<file path="config.mk">
export PLATFORM = sky130hd
export DESIGN_NAME = bitmap_slot_allocator_flat
export DESIGN_NICKNAME = d
export VERILOG_FILES = /design/src/rtl/core/bsa_pkg.sv /design/src/rtl/core/bsa_if.sv /design/src/rtl/core/bitmap_slot_allocator.sv /design/src/rtl/core/bsa_ram.sv /design/src/rtl/core/bsa_ctrl.sv /design/src/flat_wrapper.sv
export SDC_FILE = /design/constraint.sdc
export NUM_CORES = 2
export LEC_CHECK = 0
export ABC_AREA = 0
export BUFFER_PORTS_ARGS = -buffer_cell sky130_fd_sc_hd__buf_4
export CAP_MARGIN = 20
export CORE_ASPECT_RATIO = 0.7
export CORE_UTILIZATION = 42
export CTS_CLUSTER_DIAMETER = 80
export CTS_CLUSTER_SIZE = 24
export DETAILED_ROUTE_END_ITERATION = 12
export PLACE_DENSITY = 0.58
export SLEW_MARGIN = 20
export SYNTH_ARGS = -nofsm -noshare
export SYNTH_HDL_FRONTEND = slang
export SYNTH_SLANG_ARGS = --single-unit
</file>
<file path="constraint.sdc">
create_clock -name i_clk -period 13.4 [get_ports i_clk]
set_input_delay 2.01 -clock i_clk [delete_from_list [all_inputs] [get_ports i_clk]]
set_output_delay 2.01 -clock i_clk [all_outputs]
set_load 0.005 [all_outputs]
</file>
<file path="src/rtl/core/bsa_pkg.sv">
// Shared types, constants and helper functions of the bitmap slot allocator.
// No dependencies; every other file of the block imports this package.

package bsa_pkg;

    localparam int MAX_SLOTS  = 1024;
    localparam int WORD_BITS  = 8;
    localparam int WORD_COUNT = (MAX_SLOTS + WORD_BITS - 1) / WORD_BITS;
    localparam int WA_W       = $clog2(WORD_COUNT);
    localparam int WC_W       = $clog2(WORD_COUNT + 1);
    localparam int BIT_W      = $clog2(WORD_BITS);
    localparam int IDX_W      = 10;
    localparam int CNT_W      = 11;
    localparam int OP_W       = 2;
    localparam int ST_W       = 2;

    localparam logic [WORD_BITS-1:0] FULL_WORD = 8'hff;
    localparam logic [WORD_BITS:0]   ONE_PAST  = 9'h100;

    typedef logic [WORD_BITS-1:0] t_word;

    typedef enum logic [OP_W-1:0] {
        OP_ALLOC   = 2'd0,
        OP_CLAIM   = 2'd1,
        OP_RELEASE = 2'd2,
        OP_TEST    = 2'd3
    } t_op;

    typedef enum logic [ST_W-1:0] {
        ST_OK      = 2'd0,
        ST_NO_FREE = 2'd1,
        ST_USED    = 2'd2,
        ST_RANGE   = 2'd3
    } t_status;

    // One access cycle of the bitmap memory
    typedef struct packed {
        logic            rd_en;
        logic [WA_W-1:0] rd_addr;
        logic            wr_en;
        logic [WA_W-1:0] wr_addr;
        t_word           wr_data;
    } t_ram_req;

    // Slot count write, already saturated
    typedef struct packed {
        logic             we;
        logic [CNT_W-1:0] count;
    } t_cfg_wr;

    // Finished result handed to the output register
    typedef struct packed {
        logic             valid;
        t_status          status;
        logic [IDX_W-1:0] slot;
        logic             was_used;
        logic [CNT_W-1:0] free;
    } t_result;

    // Bits of word w that hold slots below n
    function automatic t_word valid_bits(input logic [WA_W-1:0] w, input logic [CNT_W-1:0] n);
        logic [CNT_W-1:0]   base;
        logic [CNT_W-1:0]   rest;
        logic [WORD_BITS:0] one_hot;
        t_word              res;
        base    = CNT_W'({w, {BIT_W{1'b0}}});
        rest    = n - base;
        one_hot = (ONE_PAST >> WORD_BITS) << rest[BIT_W-1:0];
        if (base >= n) begin
            res = '0;
        end else if (rest >= CNT_W'(WORD_BITS)) begin
            res = FULL_WORD;
        end else begin
            res = t_word'(one_hot - (WORD_BITS+1)'(1));
        end
        return res;
    endfunction

    // Position of the lowest set bit
    function automatic logic [BIT_W-1:0] lowest_bit(input t_word v);
        logic [BIT_W-1:0] res;
        res = '0;
        for (int i = WORD_BITS - 1; i >= 0; i--) begin
            if (v[i]) begin
                res = BIT_W'(i);
            end
        end
        return res;
    endfunction

    function automatic logic [BIT_W:0] pop_count(input t_word v);
        logic [BIT_W:0] res;
        res = '0;
        for (int i = 0; i < WORD_BITS; i++) begin
            res = res + (BIT_W+1)'(v[i]);
        end
        return res;
    endfunction

    // Number of words that hold slots below n
    function automatic logic [WC_W-1:0] words_in_use(input logic [CNT_W-1:0] n);
        logic [CNT_W:0] tmp;
        tmp = {1'b0, n} + (CNT_W+1)'(WORD_BITS - 1);
        return WC_W'(tmp >> BIT_W);
    endfunction

endpackage

</file>
<file path="src/rtl/core/bsa_if.sv">
// Valid/ready channel interfaces of the bitmap slot allocator.
// Depends on bsa_pkg for the field widths.

interface bsa_in_if import bsa_pkg::*; ();
    logic             valid;
    logic             ready;
    logic [OP_W-1:0]  operation;
    logic [IDX_W-1:0] slot_index;

    modport source (output valid, output operation, output slot_index, input ready);
    modport sink   (input valid, input operation, input slot_index, output ready);
endinterface

interface bsa_out_if import bsa_pkg::*; ();
    logic             valid;
    logic             ready;
    logic [ST_W-1:0]  status;
    logic [IDX_W-1:0] slot_out;
    logic             slot_was_used;
    logic [CNT_W-1:0] free_slots;

    modport source (output valid, output status, output slot_out, output slot_was_used,
                    output free_slots, input ready);
    modport sink   (input valid, input status, input slot_out, input slot_was_used,
                    input free_slots, output ready);
endinterface

</file>
<file path="src/rtl/core/bitmap_slot_allocator.sv">
// Top level of the bitmap slot allocator: slot count register, output register
// and the sequencer with its bitmap memory. Depends on bsa_pkg, bsa_if,
// bsa_ram and bsa_ctrl.

// The block keeps a bitmap of up to 1024 slots in a 128 x 8-bit memory and
// answers one transaction at a time. Claim, release and test read the addressed
// memory word; claim (when the slot is free) and release then modify it and
// write it back. Allocate scans next-fit from the remembered word, one memory
// word per cycle while the output register can take a result. The scan stops at
// the first word with a free slot, or reports no free slot once every word in
// use has been examined. After reset a clearing pass sweeps the memory once and
// clears every slot; after each slot count write a pass masks slots at or past
// the count and recounts the used ones. No transaction is accepted during a
// pass. A finished result sits in an output register, so the next transaction
// is taken while it waits.

module bitmap_slot_allocator import bsa_pkg::*; (
    input  logic             i_clk,
    input  logic             i_rst_n,
    input  logic             i_cfg_we,
    input  logic [CNT_W-1:0] i_cfg_wdata,
    bsa_in_if.sink           i_in,
    bsa_out_if.source        o_out
);

    logic [CNT_W-1:0] r_slot_count;
    logic [CNT_W-1:0] cfg_sat;
    t_cfg_wr          cfg;
    t_result          res;
    t_ram_req         ram_req;
    t_word            rd_data;
    logic             res_free;

    logic             r_out_valid;
    t_status          r_status;
    logic [IDX_W-1:0] r_slot;
    logic             r_was_used;
    logic [CNT_W-1:0] r_free;

    // Saturate the slot count at the bitmap size
    assign cfg_sat   = (i_cfg_wdata > CNT_W'(MAX_SLOTS)) ? CNT_W'(MAX_SLOTS) : i_cfg_wdata;
    assign cfg.we    = i_cfg_we;
    assign cfg.count = cfg_sat;

    always_ff @(posedge i_clk) begin
        if (!i_rst_n) begin
            r_slot_count <= CNT_W'(MAX_SLOTS);
        end else if (i_cfg_we) begin
            r_slot_count <= cfg_sat;
        end
    end

    bsa_ram u_ram (
        .i_clk     (i_clk),
        .i_req     (ram_req),
        .o_rd_data (rd_data)
    );

    bsa_ctrl u_ctrl (
        .i_clk        (i_clk),
        .i_rst_n      (i_rst_n),
        .i_cfg        (cfg),
        .i_slot_count (r_slot_count),
        .i_in         (i_in),
        .i_res_free   (res_free),
        .o_res        (res),
        .o_ram        (ram_req),
        .i_rd_data    (rd_data)
    );

    // Output register: load a new result, drop the old one once taken
    assign res_free = !r_out_valid || o_out.ready;

    always_ff @(posedge i_clk) begin
        if (!i_rst_n) begin
            r_out_valid <= 1'b0;
        end else if (res.valid) begin
            r_out_valid <= 1'b1;
        end else if (o_out.ready) begin
            r_out_valid <= 1'b0;
        end
    end

    always_ff @(posedge i_clk) begin
        if (res.valid) begin
            r_status   <= res.status;
            r_slot     <= res.slot;
            r_was_used <= res.was_used;
            r_free     <= res.free;
        end
    end

    assign o_out.valid         = r_out_valid;
    assign o_out.status        = r_status;
    assign o_out.slot_out      = r_slot;
    assign o_out.slot_was_used = r_was_used;
    assign o_out.free_slots    = r_free;

endmodule

</file>
<file path="src/rtl/core/bsa_ram.sv">
// Bitmap word memory: one write and one registered read port per cycle.
// Depends on bsa_pkg for the word type and the request struct.

module bsa_ram import bsa_pkg::*; (
    input  logic     i_clk,
    input  t_ram_req i_req,
    output t_word    o_rd_data
);

    t_word mem [WORD_COUNT];
    t_word r_rd_data;

    // Write the addressed word
    always_ff @(posedge i_clk) begin
        if (i_req.wr_en) begin
            mem[i_req.wr_addr] <= i_req.wr_data;
        end
    end

    // Registered read; hold the data when no read is issued
    always_ff @(posedge i_clk) begin
        if (i_req.rd_en) begin
            r_rd_data <= mem[i_req.rd_addr];
        end
    end

    assign o_rd_data = r_rd_data;

endmodule

</file>
<file path="src/rtl/core/bsa_ctrl.sv">
// Sequencer of the bitmap slot allocator: clearing sweep, next-fit scan and
// read-modify-write of single slots. Depends on bsa_pkg and bsa_if.

module bsa_ctrl import bsa_pkg::*; (
    input  logic             i_clk,
    input  logic             i_rst_n,
    input  t_cfg_wr          i_cfg,
    input  logic [CNT_W-1:0] i_slot_count,
    bsa_in_if.sink           i_in,
    input  logic             i_res_free,
    output t_result          o_res,
    output t_ram_req         o_ram,
    input  t_word            i_rd_data
);

    typedef enum logic [3:0] {
        S_SWEEP = 4'b0001,
        S_IDLE  = 4'b0010,
        S_SCAN  = 4'b0100,
        S_EXEC  = 4'b1000
    } t_state;

    t_state           r_state,   n_state;
    t_op              r_op,      n_op;
    logic [IDX_W-1:0] r_idx,     n_idx;
    logic [WA_W-1:0]  r_cur,     n_cur;
    logic [WC_W-1:0]  r_k,       n_k;
    logic [WA_W-1:0]  r_search,  n_search;
    logic [CNT_W-1:0] r_used,    n_used;
    logic [CNT_W-1:0] r_clr_n,   n_clr_n;
    logic [WC_W-1:0]  r_sw_idx,  n_sw_idx;
    logic             r_sw_pend, n_sw_pend;
    logic [WA_W-1:0]  r_sw_wa,   n_sw_wa;

    logic [WC_W-1:0]  nw;
    logic [WC_W-1:0]  cur_next;
    t_word            avail;
    t_word            masked;
    logic [BIT_W-1:0] free_bit;
    logic [BIT_W-1:0] idx_bit;
    logic             was;
    logic             in_fire;

    assign nw       = words_in_use(i_slot_count);
    assign cur_next = {1'b0, r_cur} + WC_W'(1);
    assign avail    = valid_bits(r_cur, i_slot_count) & ~i_rd_data;
    assign free_bit = lowest_bit(avail);
    assign masked   = i_rd_data & valid_bits(r_sw_wa, r_clr_n);
    assign idx_bit  = r_idx[BIT_W-1:0];
    assign was      = i_rd_data[idx_bit];

    assign i_in.ready = (r_state == S_IDLE) && !i_cfg.we;
    assign in_fire    = i_in.valid && i_in.ready;

    // Next state, memory requests and result
    always_comb begin
        n_state   = r_state;
        n_op      = r_op;
        n_idx     = r_idx;
        n_cur     = r_cur;
        n_k       = r_k;
        n_search  = r_search;
        n_used    = r_used;
        n_clr_n   = r_clr_n;
        n_sw_idx  = r_sw_idx;
        n_sw_pend = r_sw_pend;
        n_sw_wa   = r_sw_wa;
        o_ram     = '0;
        o_res     = '0;
        o_res.status = ST_OK;

        unique case (r_state)
            S_SWEEP: begin
                // Write back the masked word read in the last cycle
                if (r_sw_pend) begin
                    o_ram.wr_en   = 1'b1;
                    o_ram.wr_addr = r_sw_wa;
                    o_ram.wr_data = masked;
                    n_used        = r_used + CNT_W'(pop_count(masked));
                end
                // Advance the read side of the sweep
                if (r_sw_idx < WC_W'(WORD_COUNT)) begin
                    o_ram.rd_en   = 1'b1;
                    o_ram.rd_addr = r_sw_idx[WA_W-1:0];
                    n_sw_idx      = r_sw_idx + WC_W'(1);
                    n_sw_pend     = 1'b1;
                    n_sw_wa       = r_sw_idx[WA_W-1:0];
                end else begin
                    n_sw_pend = 1'b0;
                    if (!r_sw_pend) begin
                        n_state = S_IDLE;
                    end
                end
            end
            S_IDLE: begin
                if (in_fire) begin
                    n_op  = t_op'(i_in.operation);
                    n_idx = i_in.slot_index;
                    o_ram.rd_en = 1'b1;
                    if (t_op'(i_in.operation) == OP_ALLOC) begin
                        o_ram.rd_addr = r_search;
                        n_cur   = r_search;
                        n_k     = '0;
                        n_state = S_SCAN;
                    end else begin
                        o_ram.rd_addr = WA_W'(i_in.slot_index >> BIT_W);
                        n_state = S_EXEC;
                    end
                end
            end
            S_SCAN: begin
                if (i_res_free) begin
                    if (r_k >= nw) begin
                        // Every word in use examined: report no free slot
                        o_res.valid  = 1'b1;
                        o_res.status = ST_NO_FREE;
                        o_res.free   = i_slot_count - r_used;
                        n_state      = S_IDLE;
                    end else if (|avail) begin
                        // Take the lowest free bit and remember the word
                        o_ram.wr_en   = 1'b1;
                        o_ram.wr_addr = r_cur;
                        o_ram.wr_data = i_rd_data | (t_word'(1) << free_bit);
                        n_search      = r_cur;
                        n_used        = r_used + CNT_W'(1);
                        o_res.valid   = 1'b1;
                        o_res.slot    = IDX_W'({r_cur, free_bit});
                        o_res.free    = i_slot_count - n_used;
                        n_state       = S_IDLE;
                    end else begin
                        // Move on to the next word, wrapping at the last one in use
                        o_ram.rd_en = 1'b1;
                        if (cur_next == nw) begin
                            n_cur = '0;
                        end else begin
                            n_cur = cur_next[WA_W-1:0];
                        end
                        o_ram.rd_addr = n_cur;
                        n_k = r_k + WC_W'(1);
                    end
                end
            end
            S_EXEC: begin
                if (i_res_free) begin
                    o_res.valid = 1'b1;
                    o_res.slot  = r_idx;
                    n_state     = S_IDLE;
                    if ({1'b0, r_idx} >= i_slot_count) begin
                        o_res.status = ST_RANGE;
                    end else begin
                        o_res.was_used = was;
                        unique case (r_op)
                            OP_CLAIM: begin
                                if (was) begin
                                    o_res.status = ST_USED;
                                end else begin
                                    o_ram.wr_en   = 1'b1;
                                    o_ram.wr_addr = WA_W'(r_idx >> BIT_W);
                                    o_ram.wr_data = i_rd_data | (t_word'(1) << idx_bit);
                                    n_used        = r_used + CNT_W'(1);
                                end
                            end
                            OP_RELEASE: begin
                                o_ram.wr_en   = 1'b1;
                                o_ram.wr_addr = WA_W'(r_idx >> BIT_W);
                                o_ram.wr_data = i_rd_data & ~(t_word'(1) << idx_bit);
                                if (was) begin
                                    n_used = r_used - CNT_W'(1);
                                end
                            end
                            OP_ALLOC, OP_TEST: begin
                            end
                            default: begin
                            end
                        endcase
                    end
                    o_res.free = i_slot_count - n_used;
                end
            end
            default: begin
                n_state = S_SWEEP;
            end
        endcase

        // Slot count write: restart the clearing sweep with the tightest limit
        if (i_cfg.we) begin
            n_state   = S_SWEEP;
            n_sw_idx  = '0;
            n_sw_pend = 1'b0;
            n_used    = '0;
            if (r_state == S_SWEEP && i_cfg.count > r_clr_n) begin
                n_clr_n = r_clr_n;
            end else begin
                n_clr_n = i_cfg.count;
            end
            if ({1'b0, r_search} >= words_in_use(i_cfg.count)) begin
                n_search = '0;
            end
        end
    end

    // Control registers; reset starts a sweep that clears every word
    always_ff @(posedge i_clk) begin
        if (!i_rst_n) begin
            r_state   <= S_SWEEP;
            r_search  <= '0;
            r_used    <= '0;
            r_clr_n   <= '0;
            r_sw_idx  <= '0;
            r_sw_pend <= 1'b0;
            r_k       <= '0;
        end else begin
            r_state   <= n_state;
            r_search  <= n_search;
            r_used    <= n_used;
            r_clr_n   <= n_clr_n;
            r_sw_idx  <= n_sw_idx;
            r_sw_pend <= n_sw_pend;
            r_k       <= n_k;
        end
    end

    // Transaction payload and scan position
    always_ff @(posedge i_clk) begin
        r_op    <= n_op;
        r_idx   <= n_idx;
        r_cur   <= n_cur;
        r_sw_wa <= n_sw_wa;
    end

endmodule
</file>
<file path="src/flat_wrapper.sv">
// flat-port wrapper written by rule: the top's interface ports become plain ports
module bitmap_slot_allocator_flat import bsa_pkg::*;
  (i_clk, i_rst_n, i_cfg_we, i_cfg_wdata, i_in_valid, i_in_operation, i_in_slot_index, i_in_ready, o_out_valid, o_out_status, o_out_slot_out, o_out_slot_was_used, o_out_free_slots, o_out_ready);
  bsa_in_if i_in_i ();
  bsa_out_if o_out_i ();
  input  logic i_clk;
  input  logic i_rst_n;
  input  logic i_cfg_we;
  input  logic [CNT_W-1:0] i_cfg_wdata;
  input wire logic [$bits(i_in_i.valid)-1:0] i_in_valid;
  input wire logic [$bits(i_in_i.operation)-1:0] i_in_operation;
  input wire logic [$bits(i_in_i.slot_index)-1:0] i_in_slot_index;
  output wire logic [$bits(i_in_i.ready)-1:0] i_in_ready;
  output wire logic [$bits(o_out_i.valid)-1:0] o_out_valid;
  output wire logic [$bits(o_out_i.status)-1:0] o_out_status;
  output wire logic [$bits(o_out_i.slot_out)-1:0] o_out_slot_out;
  output wire logic [$bits(o_out_i.slot_was_used)-1:0] o_out_slot_was_used;
  output wire logic [$bits(o_out_i.free_slots)-1:0] o_out_free_slots;
  input wire logic [$bits(o_out_i.ready)-1:0] o_out_ready;
  assign i_in_i.valid = i_in_valid;
  assign i_in_i.operation = i_in_operation;
  assign i_in_i.slot_index = i_in_slot_index;
  assign i_in_ready = i_in_i.ready;
  assign o_out_valid = o_out_i.valid;
  assign o_out_status = o_out_i.status;
  assign o_out_slot_out = o_out_i.slot_out;
  assign o_out_slot_was_used = o_out_i.slot_was_used;
  assign o_out_free_slots = o_out_i.free_slots;
  assign o_out_i.ready = o_out_ready;
  bitmap_slot_allocator u_core (.i_clk(i_clk), .i_rst_n(i_rst_n), .i_cfg_we(i_cfg_we), .i_cfg_wdata(i_cfg_wdata), .i_in(i_in_i), .o_out(o_out_i));
endmodule
</file>
### Yosys cells after proc, flatten, opt, wreduce, memory -nomap -nowiden

Memories as Yosys holds them, arrays and structs flattened. A register that Yosys moved wholly into a read port is not among the register bits.
Cells that the tools add are included.

| storage, ports and cells | value |
|---|---|
| flip-flop bits (word level) | 112 |
| input port bits | 28 |
| output and inout port bits | 26 |
| memories kept | 1 |
| memory bits (writable) | 1024 |

Memories:

| name | depth | width | read ports | clocked after memory_dff | wr ports | RTL line | text |
|---|---|---|---|---|---|---|---|
| u_core.u_ram.mem | 128 | 8 | 1 | 1 | 1 | bsa_ram.sv:10 | `t_word mem [WORD_COUNT];` |

| cells by class | value |
|---|---|
| shifts and indexed selects | 4 |
| bitwise logic cells | 11 |
| reduce and logical (&&, ||, !) cells | 19 |
| order comparisons | 11 |
| equal/unequal tests | 18 |
| muxes and demuxes | 90 |
| add/sub/neg operators | 22 |

Operator list:

| cell | number |
|---|---|
| two-way mux 11 bit | 14 |
| two-way mux 8 bit | 12 |
| two-way mux 7 bit | 13 |
| two-way mux 16 bit | 5 |
| two-way mux 24 bit | 2 |
| one-hot mux 16 bit (3 select lines) | 1 |
| one-hot mux 11 bit (2 select lines) | 2 |
| greater-or-equal comparator 10 x 11 -> 1 bit | 3 |
| one-hot mux 11 bit (3 select lines) | 1 |
| subtractor 11 bit | 3 |
| two-way mux 4 bit | 8 |
| one-hot mux 16 bit (2 select lines) | 1 |
| << shifter 1 x 3 -> 8 bit (first input constant) | 4 |
| one-hot mux 13 bit (2 select lines) | 1 |
| two-way mux 25 bit | 1 |
| AND 8 bit | 3 |
| two-way mux 3 bit | 8 |
| one-hot mux 8 bit (3 select lines) | 1 |
| adder 11 x 3 -> 11 bit (second input constant) | 2 |
| greater-or-equal comparator 11 x 4 -> 1 bit (second input constant) | 2 |
| subtractor 11 x 10 -> 11 bit | 2 |
| two-way mux 10 bit | 2 |
| AND reduction 6 bit | 3 |
| adder 4 x 1 -> 4 bit | 4 |
| other kinds (45) | 77 |

### Logic depth before layout (Yosys ltp)

| logic depth | value |
|---|---|
| word-level depth | 22 |
| mapped depth | 31 |

### Cells and area by module

Synthesis repeated with hierarchy kept, for this count alone.

| second synthesis, totals | value |
|---|---|
| cells, all modules | 2864 |
| area, all modules | 49785.2 um^2 |

Modules (own cells, without submodules):

| module | times used | seq. area each (um^2) | area each (um^2) | cells an instance |
|---|---|---|---|---|
| bsa_ram | 1 | 30989.7 | 39745.6 | 1635 |
| bsa_ctrl | 1 | 1781.7 | 8768.4 | 1149 |
| bitmap_slot_allocator | 1 | 960.9 | 1271.2 | 80 |

### Least setup slack after synthesis

OpenSTA, ideal clock, no wires.

| path | value |
|---|---|
| kind | register -> register |
| start point | reg u_core.r_slot_count[3] |
| end point | mem u_core.u_ram.mem[0][3] (netlist bit), data pin |
| required time | 12.203 ns |
| arrival | 8.134 ns |
| path buffers | 0 |
| cell stages (with the launch flop) | 14 |
| setup slack | 4.070 ns |
| clock period less this slack | 9.330 ns |
| path through | dfxtp_1 > inv_1 > ha_1 > fa_1 > nand2b_1 > a21oi_1 > o32ai_1 > or2_2 > a32o_1 > o211ai_1 > o21ai_2 > nor3_1 > a31oi_1 > o21ai_0 |

RTL lines:

| what | RTL line | text |
|---|---|---|
| start, declared | bitmap_slot_allocator.sv:26 | `logic [CNT_W-1:0] r_slot_count;` |
| start signal, assigned | bitmap_slot_allocator.sv:47 | `r_slot_count <= CNT_W'(MAX_SLOTS);` |
| start signal, assigned | bitmap_slot_allocator.sv:49 | `r_slot_count <= cfg_sat;` |
| end, declared | bsa_ram.sv:10 |  |

### Worst setup path after layout

| path | value |
|---|---|
| start point | reg u_core.r_slot_count[3] |
| end point | reg u_core.u_ram.r_rd_data[6] (netlist: u_core.u_ram.o_rd_data[6]), read port of u_core.u_ram.mem, data pin |

| between the ends | value |
|---|---|
| word-level cells in the longest chain between the ends | 10 |
| elaborated cells on any way between the ends | 15 |

RTL lines:

| what | RTL line | text |
|---|---|---|
| subtractor 11 x 10 -> 11 bit | bsa_pkg.sv:67 | `rest = n - base;` |
| greater-or-equal comparator 11 x 4 -> 1 bit | bsa_pkg.sv:71 | `end else if (rest >= CNT_W'(WORD_BITS)) begin` |
| two-way mux 8 bit | bsa_pkg.sv:71 |  |
| two-way mux 8 bit | bsa_pkg.sv:69 | `if (base >= n) begin` |
| AND 8 bit | bsa_ctrl.sv:46 | `assign avail = valid_bits(r_cur, i_slot_count) & ~i_rd_data;` |
| OR reduction 8 bit | bsa_ctrl.sv:119 | `end else if (\|avail) begin` |
| two-way mux 8 bit | bsa_ctrl.sv:119 |  |
| two-way mux 24 bit * | bsa_ctrl.sv:113 | `if (r_k >= nw) begin` |
| two-way mux 24 bit * | bsa_ctrl.sv:112 | `if (i_res_free) begin` |
| one-hot mux 8 bit (3 select lines) * | bsa_ctrl.sv:72 | `unique case (r_state)` |
| end, declared | bsa_ram.sv:11 | `t_word r_rd_data;` |

Every way passes the cells marked *; elsewhere a longest branch is shown, timed or not.
A chain may end at the register's enable or synchronous reset.

==> results.sh <==
export IMPL_fillers=10900
export IMPL_core_area_um2=120000
export IMPL_fin_skew_ps=62.0
export IMPL_cts_htree_levels=2
export IMPL_status="finished clean"
export IMPL_numCtsBuffers=56
export IMPL_crit_fanout=115
export IMPL_multiInputGateArea_um2=16100
export IMPL_period_needed_ps=7330
export IMPL_ant_nets=0
export IMPL_finalSetupViolations=0
export IMPL_final_cells=5788
export IMPL_boundaryPins=54
export IMPL_drive_gt1_share_pct=5.81
export IMPL_cp_slowest_stage_delay_ps=720
export IMPL_synthesis_area_um2=51200
export IMPL_wl_mm=155
export IMPL_p_total_mw=6.39
export IMPL_grt_pass1_wl_mm=226
export IMPL_power_switching_mw=1.52
export IMPL_cp_slowest_cell="o21ai_4"
export IMPL_finish_net_count=4275
export IMPL_path_class="register to register"
export IMPL_arrival_ps=7850
export IMPL_initial_core_util_pct=42.6
export IMPL_rsz0062_at_grt="no"
export IMPL_grt_pass1_vias=31800
export IMPL_synth_edf_count=1082
export IMPL_syn2layout_area_growth_pct=6.84
export IMPL_syn_area_per_cell_um2=12.2
export IMPL_via_per_inst=6.00
export IMPL_worst_pin_slew_ps=1200
export IMPL_intPower_mw=4.86
export IMPL_dr_pass1_iters=6
export IMPL_dieArea_um2=123000
export IMPL_cts_sinks=1144
export IMPL_synth_warnings=0
export IMPL_rows=106
export IMPL_slew_headroom_pct=19.7
export IMPL_power_frac_seq_pct=61.6
export IMPL_vias=34700
export IMPL_path_buf_inv=3
export IMPL_cp_required_ps=13920
export IMPL_io_buffers=53
export IMPL_grt_usage_pct=24.8
export IMPL_synthFlopType="edfxtp_1"
export IMPL_grt_max_degree=175
export IMPL_overflow=0
export IMPL_ys_types=90
export IMPL_finalCritPeriodShare_pct=54.7
export IMPL_route_detailed_drc=0
export IMPL_hp_class="register to register"
export IMPL_combPwrFrac_pct=7.5
export IMPL_cts_setup_buffers=0
export IMPL_leakage_nw=18.3
export IMPL_finalHoldViolations=0
export IMPL_async_flop_share_pct=0
export IMPL_powerDensity_nw_per_um2=117
export IMPL_cap_viol_max_count=0
export IMPL_seqCellArea_um2=33700
export IMPL_crit_family="compound AO/OA/AOI/OAI gates"
export IMPL_clk_latency_ps=730
export IMPL_ctsHoldBuffers=0
export IMPL_die_w_um=419
export IMPL_hpwl_mm=99.2
export IMPL_ys_seq_elements=1144
export IMPL_wl_per_cell_um=26.8
export IMPL_globalplace_congestion=0.944
export IMPL_yosys_top_cells_area="edfxtp_1 (64%), nand2_1 (6.3%), nand3_1 (3.1%)"
export IMPL_start_kind="register"
export IMPL_syn_inst=4210
export IMPL_endpoint_kind="register"
export IMPL_synth_seq_area_share_pct=65.9
export IMPL_crit_chain="inv_1, ha_1, fa_1, nand2_1, nor3_1, o221ai_1, nor4_1, a31o_2, o211ai_1, o21a_1, o21ai_4, buf_12, buf_4, a21oi_1, a22oi_1, o22ai_1, o21ai_0, nand3_1, a32oi_1"
export IMPL_synth_top_area_share_pct=63.5
export IMPL_synth_top_area_cell="edfxtp_1"
export IMPL_vdd_drop_max_mv=0.115
export IMPL_switching_share_pct=23.8
export IMPL_cts_resized_gates=0
export IMPL_p_clk_share_pct=30.9
export IMPL_fmax_mhz=136
export IMPL_clockBufferDepth=3
export IMPL_syn_nets=4342
export IMPL_setup_tns_ps=0
export IMPL_place_inst=5705
export IMPL_drv_slew=0
export IMPL_cts_tree="done"
export IMPL_antenna_found_initial=1
export IMPL_die_h_um=294
export IMPL_cts_root_buf="clkbuf_16"
export IMPL_clk_pin_slew_ps=100
export IMPL_drtIter0Drc=5058
[area by class of cell]
| class | count | area share [%] |
|---|---|---|
| Antenna cell | 1 | 0.00458 |
| Timing Repair Buffer | 111 | 1.62 |
| Multi-Input combinational cell | 2755 | 29.5 |
| Inverter | 75 | 0.515 |
| Sequential cell | 1144 | 61.7 |
| Clock buffer | 71 | 2.67 |
| Tap cell | 1620 | 3.71 |
| Clock inverter | 11 | 0.307 |
[worst reg2reg max path: cells and delay by family, from the launching register on]
family / cells / cell delay (ps)
compound gates: 10 / 3080
flops: 1 / 600
simple gates: 4 / 1140
buf+inv: 3 / 1600
fa+ha+maj: 2 / 720
[cell usage in the layout (no fill, tap or decap), types with 24 or more instances in the layout]
cell type  netlist  final
edfxtp_1      1082   1082
nand2_1        860    858
nand3_1        315    315
nor2_1         241    238
a21oi_1        227    227
mux2i_1        115    115
buf_4           22    107
o21ai_0        102     99
ha_1            94     94
inv_1           75     75
a31oi_1         75     74
dfxtp_1         62     62
a22oi_1         61     61
clkbuf_16        0     56
xnor2_1         53     53
nor2b_1         50     50
a21o_1          43     43
nor3_1          37     36
xor2_1          34     34
o221ai_1        34     32
and3_1          25     25
nand4_1         24     24
o22ai_1         24     24
[per-stage QoR]
stage / worst slack [ps] / instance area, µm² / util [%] / hold WS (ps)
finish: 6070 / 54700 / 45.5 / 481
global route: 5590 / 54700 / 45.5 / 524
detailed placement: 5990 / 53000 / 44.2 / 462
floorplan: 4070 / 51200 / - / 437
global placement: 6090 / 53000 / 44.2 / 460
CTS: 6100 / 54600 / 45.5 / 486
[Yosys cell counts, types with 34 or more instances]
library cell / count
edfxtp_1: 1082
nand2_1: 860
nand3_1: 315
nor2_1: 241
a21oi_1: 227
mux2i_1: 115
buf_2: 104
o21ai_0: 102
ha_1: 94
clkbuf_1: 91
a31oi_1: 75
inv_1: 75
dfxtp_1: 62
a22oi_1: 61
xnor2_1: 53
nor2b_1: 50
a21o_1: 43
nor3_1: 37
o221ai_1: 34
xor2_1: 34
[state kept, by name (all words and copies together) (netlist names), 4 cells and up]
| register | flops |
|---|---|
| u_core.u_ctrl.r_idx | 10 |
| u_core.u_ctrl.r_state | 4 |
| u_core.u_ram.mem | 1024 |
| u_core.r_slot_count | 11 |
| u_core.o_out.slot_out | 10 |
| u_core.u_ctrl.r_sw_wa | 7 |
| u_core.u_ctrl.r_used | 11 |
| u_core.u_ctrl.r_search | 7 |
| u_core.u_ctrl.r_k | 8 |
| u_core.u_ctrl.r_clr_n | 11 |
| u_core.o_out.free_slots | 11 |
| u_core.u_ctrl.r_sw_idx | 8 |
| u_core.u_ctrl.r_cur | 7 |
| u_core.u_ram.o_rd_data | 8 |
[power by group through the flow]
stage,registers [mW],clock network [mW],logic [mW]
2_1_floorplan,4.02,0,0.316
3_3_place_gp,4.02,0,0.465
3_5_place_dp,4.02,0,0.471
4_1_cts,3.93,1.99,0.473
5_1_grt,3.94,2.11,0.515
6_report,3.94,1.97,0.479
[metal layers]
layer	track usage [%]	vias up	routed length (µm)
met5	0	-	13
met4	4.72	2	2770
met3	4.79	149	15700
met2	33.5	1755	62400
met1	40.5	17400	74100
li1	-	15400	-
[cell families (layout without fill, tap and decap cells)]
family | after synthesis | count (layout) | synth area share [%]
other cells | 0 | 1 | 0
xor+xnor | 88 | 88 | 1.53
mux | 118 | 118 | 2.36
fa+ha+maj | 104 | 104 | 2.69
compound gates | 789 | 789 | 10.4
simple gates | 1656 | 1656 | 14.2
buf+inv | 311 | 268 | 2.92
flops | 1144 | 1144 | 65.9
[worst paths after layout]
check | startpoint | end | slack (ps) | cells after the start
worst min register to register | u_core.u_ctrl.r_sw_idx[7]$_SDFFE_PP0P_ | u_core.u_ctrl.r_sw_idx[7]$_SDFFE_PP0P_ | 480 | 2
worst max-delay path | u_core.r_slot_count[3]$_SDFFE_PN0P_ | u_core.u_ram.o_rd_data[6]$_DFFE_PP_ | 6070 | 19
worst max register to register | u_core.r_slot_count[3]$_SDFFE_PN0P_ | u_core.u_ram.o_rd_data[6]$_DFFE_PP_ | 6070 | 19
worst min-delay path | u_core.u_ctrl.r_sw_idx[7]$_SDFFE_PP0P_ | u_core.u_ctrl.r_sw_idx[7]$_SDFFE_PP0P_ | 480 | 2
No activity file was read; power rests on OpenSTA's default activity.
